<file path="src/tha_ram.sv">
module tha_ram #(
  parameter int WIDTH = 8,
  parameter int DEPTH = 64,
  parameter int AW    = $clog2(DEPTH)
) (
  input  logic             clk,
  input  logic             we,
  input  logic [AW-1:0]    waddr,
  input  logic [WIDTH-1:0] wdata,
  input  logic             re,
  input  logic [AW-1:0]    raddr,
  output logic [WIDTH-1:0] rdata
);

  logic [WIDTH-1:0] mem [DEPTH];

  always_ff @(posedge clk) begin
    if (we) begin
      mem[waddr] <= wdata;
    end
  end

  always_ff @(posedge clk) begin
    if (re) begin
      rdata <= mem[raddr];
    end
  end

endmodule

</file>
<file path="config.mk">
export PLATFORM = sky130hd
export DESIGN_NAME = tha_ram
export DESIGN_NICKNAME = d
export VERILOG_FILES = /design/src/tha_ram.sv
export SDC_FILE = /design/constraint.sdc
export NUM_CORES = 1
export LEC_CHECK = 0
export BUFFER_PORTS_ARGS = -buffer_cell sky130_fd_sc_hd__buf_4
export CAP_MARGIN = 20
export CORE_ASPECT_RATIO = 0.5
export CORE_MARGIN = 3
export CORE_UTILIZATION = 47
export DETAILED_ROUTE_END_ITERATION = 6
export PLACE_DENSITY = 0.65
export SLEW_MARGIN = 20
export SYNTH_ARGS = -nofsm -noshare
export SYNTH_HDL_FRONTEND = slang
export SYNTH_SLANG_ARGS = --single-unit
export TNS_END_PERCENT = 30
</file>
<file path="constraint.sdc">
create_clock -name clk -period 2.4 [get_ports clk]
set_input_delay 0.24 -clock clk [delete_from_list [all_inputs] [get_ports clk]]
set_output_delay 0.24 -clock clk [all_outputs]
set_load 0.02 [all_outputs]
</file>
Yosys cells after proc, flatten, opt, wreduce, memory -nomap -nowiden
Memory sizes are Yosys's and may differ from the RTL's. A register that Yosys moved wholly into a read port is not among the register bits. Cells that the tools add are included.

Memories: 1. Bits in registers: 0. RAM bits: 512.

Memory list: mem (words 64, bits a word 8, rd ports 1, clocked after memory_dff 1, write ports 1, RTL line 15) `logic [WIDTH-1:0] mem [DEPTH];`.

Multiplexer cells: 2.

Operators with widths (number): $mux 1 (2).

Longest topological paths before layout
Gate-level depths: netlist of run 1.

Word-level depth: 2. Mapped depth: 9.

Worst setup path after synthesis of run 1
OpenSTA, ideal clock, no wires.

Path kind: input-to-reg. From: input port raddr[1]. To: register rdata[3], read port of mem, data pin. Setup slack: 0.354 ns. Stages: 7. Path buffers: 3. Required time: 2.134 ns. Data arrival time: 1.780 ns. Path through: buf_4 buf_2 buf_2 mux4_2 mux4_2 o21ai_1 o41ai_1.

RTL lines: from (decl) (RTL line 11) `input logic [AW-1:0] raddr,`; to (decl) (RTL line 12) `output logic [WIDTH-1:0] rdata`.

==> results_dict.tcl, run 1 <==
set metrics [dict create \
    status "completed" \
    r2r_setup_slack_ns 0.22 \
    cts.repair.resized 0 \
    drv_cap 0 \
    start_kind "flip-flop" \
    hpwl_um 27300 \
    syn_to_final_growth_pct 15.2 \
    startpoint "mem[24][6]" \
    maxSlewViolCount 0 \
    drive_gt1_frac 0.318 \
    hp-class "input port to flip-flop" \
    clk_latency_ns 0.56 \
    synth_cell_type_count 39 \
    first_global_vias 10128 \
    worst_pin_slew_ns 0.758 \
    cts_made_buffers 46 \
    fin_skew_ns 0.0161 \
    cts_tree "yes" \
    yosysSeqAreaShare 0.771 \
    clkTransAtPathRegs_ns 0.07 \
    drc 0 \
    multi_input_comb_area_um2 4320 \
    grt_pass1_wl_um 66800 \
    arrival_ns 2.47 \
    ir_worst_vdd_mv 0.518 \
    reg2reg_depth 6 \
    globalplace.congestion 0.794 \
    final_cell_mix "edfxtp_1, buf_4, mux4_2" \
    placed_cell_area_um2 21800 \
    clock-root-buffer "clkbuf_16" \
    fp.dieW_um 300 \
    start_util 0.479 \
    rows 53 \
    ios 31 \
    nets 1105 \
    syn_avg_cell_area_um2 21.5 \
    r2r-start "mem[24][6]" \
    period_minus_slack_ns 2.18 \
    die-area_um2 45800 \
    wl_per_cell_um 25.9 \
    cp_max_fo 1 \
    finalCritPeriodShare 0.907 \
    ys_warn_count 0 \
    synth_seq_cells 520 \
    routed_wl_um 43800 \
    design_area_um2 23300 \
    grt-ovfl-total 0 \
    antenna_found_initial 0 \
    core_area_um2 42200 \
    max_freq_mhz 459 \
    r2r_end "rdata[6]" \
    slew_headroom 0.493 \
    num_vias 9812 \
    p_leak_nw 7.47 \
    syn_inst 940 \
    htreeDepth 2 \
    tns_ns 0 \
    viasPerCell 5.79 \
    hold_viol 0 \
    fill_cells 3154 \
    ant_nets 0 \
    required_ns 2.69 \
    portBuffers 30 \
    area.sequential_um2 15600 \
    first_pass_iters 7 \
    powerDensity_nw_per_um2 784 \
    dr.first_iter.drc_count 1221 \
    worstSetupEndpoint "rdata[6]" \
    layout_commonest_cell "edfxtp_1" \
    synth_fp_nets 963 \
    insertedDiodeCount 0 \
    whs_path_depth 2 \
    synth.cell_area_um2 20200 \
    stdcell_count 1694 \
    die_height_um 153 \
    path_class "flip-flop to flip-flop" \
    cts.sinks 520 \
    dp.cells 1610 \
    crit_path_end_kind "flip-flop" \
    grtUsageTotal 0.197 \
    finalSetupViolations 0 \
    grt_max_degree 65 \
    rsz0062_at_grt "no" \
    clock_path_buffers 3 \
]
-- through the flow --
stage	power [mW]	setup WS, ns	hold WS, ns	util
6_report	18.3	0.223	0.147	0.552
5_1_grt	18.9	0.173	0.142	0.552
4_1_cts	18.4	0.229	0.117	0.552
3_5_place_dp	11.3	-0.0870	0.549	0.517
3_3_place_gp	11.3	-0.0738	0.552	0.517
2_1_floorplan	10.8	0.354	0.339	-
-- sequential cells by signal (all words and copies together) (netlist names) --
| name | count |
|---|---|
| rdata | 8 |
| mem | 512 |
-- logic make-up (layout without fill, tap and decap cells) --
group | Yosys count | in the layout | synth area share
flip-flops | 520 | 520 | 0.771
AND/OR/NAND/NOR | 153 | 153 | 0.0337
buffers and inverters | 51 | 228 | 0.0156
multiplexers | 162 | 162 | 0.159
AO/OA/AOI/OAI | 54 | 54 | 0.0206
-- power by group --
group / internal, mW / switching, mW / total, mW / leakage, nW
logic: 0.410 / 0.588 / 0.998 / 2.06
clock network: 4.04 / 3.15 / 7.19 / 0.727
registers: 10.1 / 0.0249 / 10.1 / 4.69
total: 14.5 / 3.76 / 18.3 / 7.47
-- metal layers --
metal  part of all wire  track usage  routed length [um]
met5                  0            0                   0
met4              0.017       0.0453                 750
met3              0.079       0.0441                3480
met2               0.48        0.312               21000
met1               0.42        0.284               18500
-- cell type report --
cell class,instances,area share
tap,577,0.0310
sequential,520,0.670
clock buffer,56,0.0537
timing repair buffer,145,0.0514
clock inverter,27,0.00923
multi-input combinational,369,0.185
-- how the worst min path moves through the flow --
stage,slack (ns),endpoint,from
after floorplan,0.34,mem[0][0],wdata[0]
after global placement,0.55,rdata[4],re
after detailed placement,0.55,rdata[6],re
after CTS,0.12,rdata[5],raddr[5]
after global routing,0.14,rdata[5],raddr[5]
final,0.15,rdata[5],raddr[5]
-- synthesized netlist by cell type, drive strengths merged --
library cell,number,area share
mux2i,23,0.011
nand2,19,0.0035
o221ai,8,0.0035
nand2b,7,0.0022
nor2b,14,0.0043
nand3,13,0.0032
or3,1,0.00031
nand4b,1,0.00043
nand4,2,0.00062
o41ai,2,0.00087
o32ai,2,0.00087
nand3b,3,0.0011
edfxtp,520,0.77
o221a,2,0.0011
a2111oi,2,0.00087
a211oi,4,0.0015
o21a,2,0.00074
a31oi,1,0.00031
mux2,13,0.0072
clkbuf,17,0.0032
nor3,7,0.0017
a22oi,3,0.0011
nor2,83,0.015
o2bb2ai,3,0.0013
mux4,126,0.14
nor4,2,0.00062
o21ai,4,0.00099
o311ai,1,0.00043
a21oi,3,0.00074
buf,34,0.012
o2111ai,3,0.0013
a221oi,6,0.0026
and2,1,0.00031
o22ai,8,0.0025
-- worst max-delay path: stages (launching register included) --
cell and delay (ns):
edfxtp_1 0.38, mux4_2 0.46, mux2_2 0.28, o221a_2 0.26, nor3_1 0.25, buf_4 0.19
o32ai_1 0.08
-- what timing repair did --
action	4_1_cts	5_1_grt
endpoints found under the hold margin	8	0
buffers inserted	0	0
hold buffers	1	0
(Power assumes the default switching activity.)
==> run 2: changes to the inputs <==
Settings changed: BUFFER_PORTS_ARGS -buffer_cell sky130_fd_sc_hd__buf_4 to default, DONT_BUFFER_PORTS from default to 1, GPL_TIMING_DRIVEN from default to 0.
==> run 2 against run 1 <==
Effect of this change: count of clock-buffer cells in the layout fell by 2; design area fell by 3.0%; register-to-register slack got worse by 0.17 ns; largest cell class unchanged; critical path depth fell by 1; sequential power barely moved; sequential share of layout area rose by 2.1 points; fmax fell by 7.2%; core utilization fell by 1.7 points; die area did not move; clock skew barely moved; routed wire length rose by 8.3%; non-clock buffer count fell by 84.
==> results_dict.tcl, run 2 (synthesis gave the netlist of run 1 again) <==
set metrics [dict create \
    status "completed" \
    rsz0062_at_grt "no" \
    dp_worst_setup_slack_ns -0.748 \
    grtUsageTotal 0.212 \
    worst_pin_slew_ns 0.997 \
    drive_gt1_frac 0.237 \
    fill_cells 3186 \
    die-area_um2 45800 \
    max_freq_mhz 426 \
    reg_top3 "mem: 512 flops, rdata: 8 flops" \
    powerDensity_nw_per_um2 801 \
    first_global_vias 9843 \
    ant_nets 0 \
    start_util 0.479 \
    period_minus_slack_ns 2.35 \
    clock_path_buffers 3 \
    clock-root-buffer "clkbuf_16" \
    clkTransAtPathRegs_ns 0.07 \
    maxSlewViolCount 0 \
    nets 1020 \
    dr.first_iter.drc_count 1271 \
    largest_reg_flops 512 \
    cts_setup_buffers 0 \
    hold_viol 0 \
    dp.cells 1518 \
    slew_headroom 0.333 \
    drc 0 \
    final_cell_mix "edfxtp_1, mux4_2, nor2_1" \
    layout_commonest_cell "edfxtp_1" \
    first_pass_iters 5 \
    drv_cap 0 \
    ir_worst_vdd_mv 0.547 \
    startpoint "mem[20][4]" \
    crit_path_end_kind "flip-flop" \
    finalCritPeriodShare 0.978 \
    rows 53 \
    required_ns 2.67 \
    antenna_found_initial 0 \
    num_vias 9703 \
    finalSetupViolations 0 \
    cts_tree "yes" \
    tns_ns 0 \
    grt_pass1_wl_um 69400 \
    insertedDiodeCount 0 \
    final_util 0.535 \
    grt-ovfl-total 0 \
    largest-register "mem" \
    path_class "flip-flop to flip-flop" \
    stdcell_count 1607 \
    wl_per_cell_um 29.5 \
    die_height_um 153 \
    cts.sinks 520 \
    worstHoldStart "wdata[7]" \
    grt_max_degree 65 \
    setup_slack_ns 0.0535 \
    htreeDepth 2 \
    fp.dieW_um 300 \
    fin_skew_ns 0.0159 \
    arrival_ns 2.62 \
    ios 31 \
    viasPerCell 6.04 \
    cts_made_buffers 45 \
    routed_wl_um 47400 \
    r2r-start "mem[20][4]" \
    hp-class "input port to flip-flop" \
    clk_latency_ns 0.56 \
    portBuffers 0 \
    p_leak_nw 6.95 \
    globalplace.congestion 0.916 \
    cp_max_fo 1 \
    start_kind "flip-flop" \
    hpwl_um 30000 \
    syn_to_final_growth_pct 11.7 \
    core_area_um2 42200 \
]
run 2: layout make-up:
cell class / count / area [um^2] / area share
clock buffers: 54 / 1160 / 0.0513
repair buffers: 11 / 245 / 0.0108
clock inverters: 26 / 228 / 0.0101
flip-flops and latches: 520 / 15600 / 0.690
multi-input cells: 369 / 4320 / 0.191
well taps: 577 / 722 / 0.0319
plain buffers: 50 / 327 / 0.0144
run 2: power breakdown:
part	internal (mW)	switching (mW)
Clock	3.88	3.13
Combinational	0.377	0.621
Sequential	10.1	0.0337
Total	14.3	3.79
run 2: per-stage QoR:
step / power (mW) / hold WS [ns] / instance area, um^2
finish: 18.1 / 0.0480 / 22600
global route: 18.6 / 0.0607 / 22600
CTS: 18.2 / 0.0623 / 22600
detailed placement: 11.1 / 0.345 / 21000
global placement: 11.1 / 0.344 / 21000
floorplan: 10.8 / 0.339 / 20200
run 2: path summary, 6_finish.rpt:
check,to,slack (ns),cells after the start
worst max-delay path,rdata[4],0.05,5
worst min-delay path,mem[6][7],0.05,1
worst max register to register,rdata[4],0.05,5
worst min register to register,rdata[1],1.03,4
run 2: routing by layer:
metal	vias up	part of all wire	GRT usage
li1	4048	-	-
met1	5144	0.41	0.302
met2	440	0.47	0.329
met3	71	0.096	0.0581
met4	0	0.023	0.0528
met5	-	0	0
run 2: repair_timing:
action | in CTS | in global routing
cloned | 0 | 0
endpoints found under the setup margin | 5 | 5
hold buffers | 10 | 0
gates resized for setup | 5 | 2
hold endpoints to repair | 522 | 0
run 2: worst max-delay path, stage by stage, from the launching register on:
cell      delay [ns]
edfxtp_1        0.36
mux4_2          0.48
mux2_2          0.31
o221a_2         0.27
nor3_1          0.44
o32ai_1         0.19
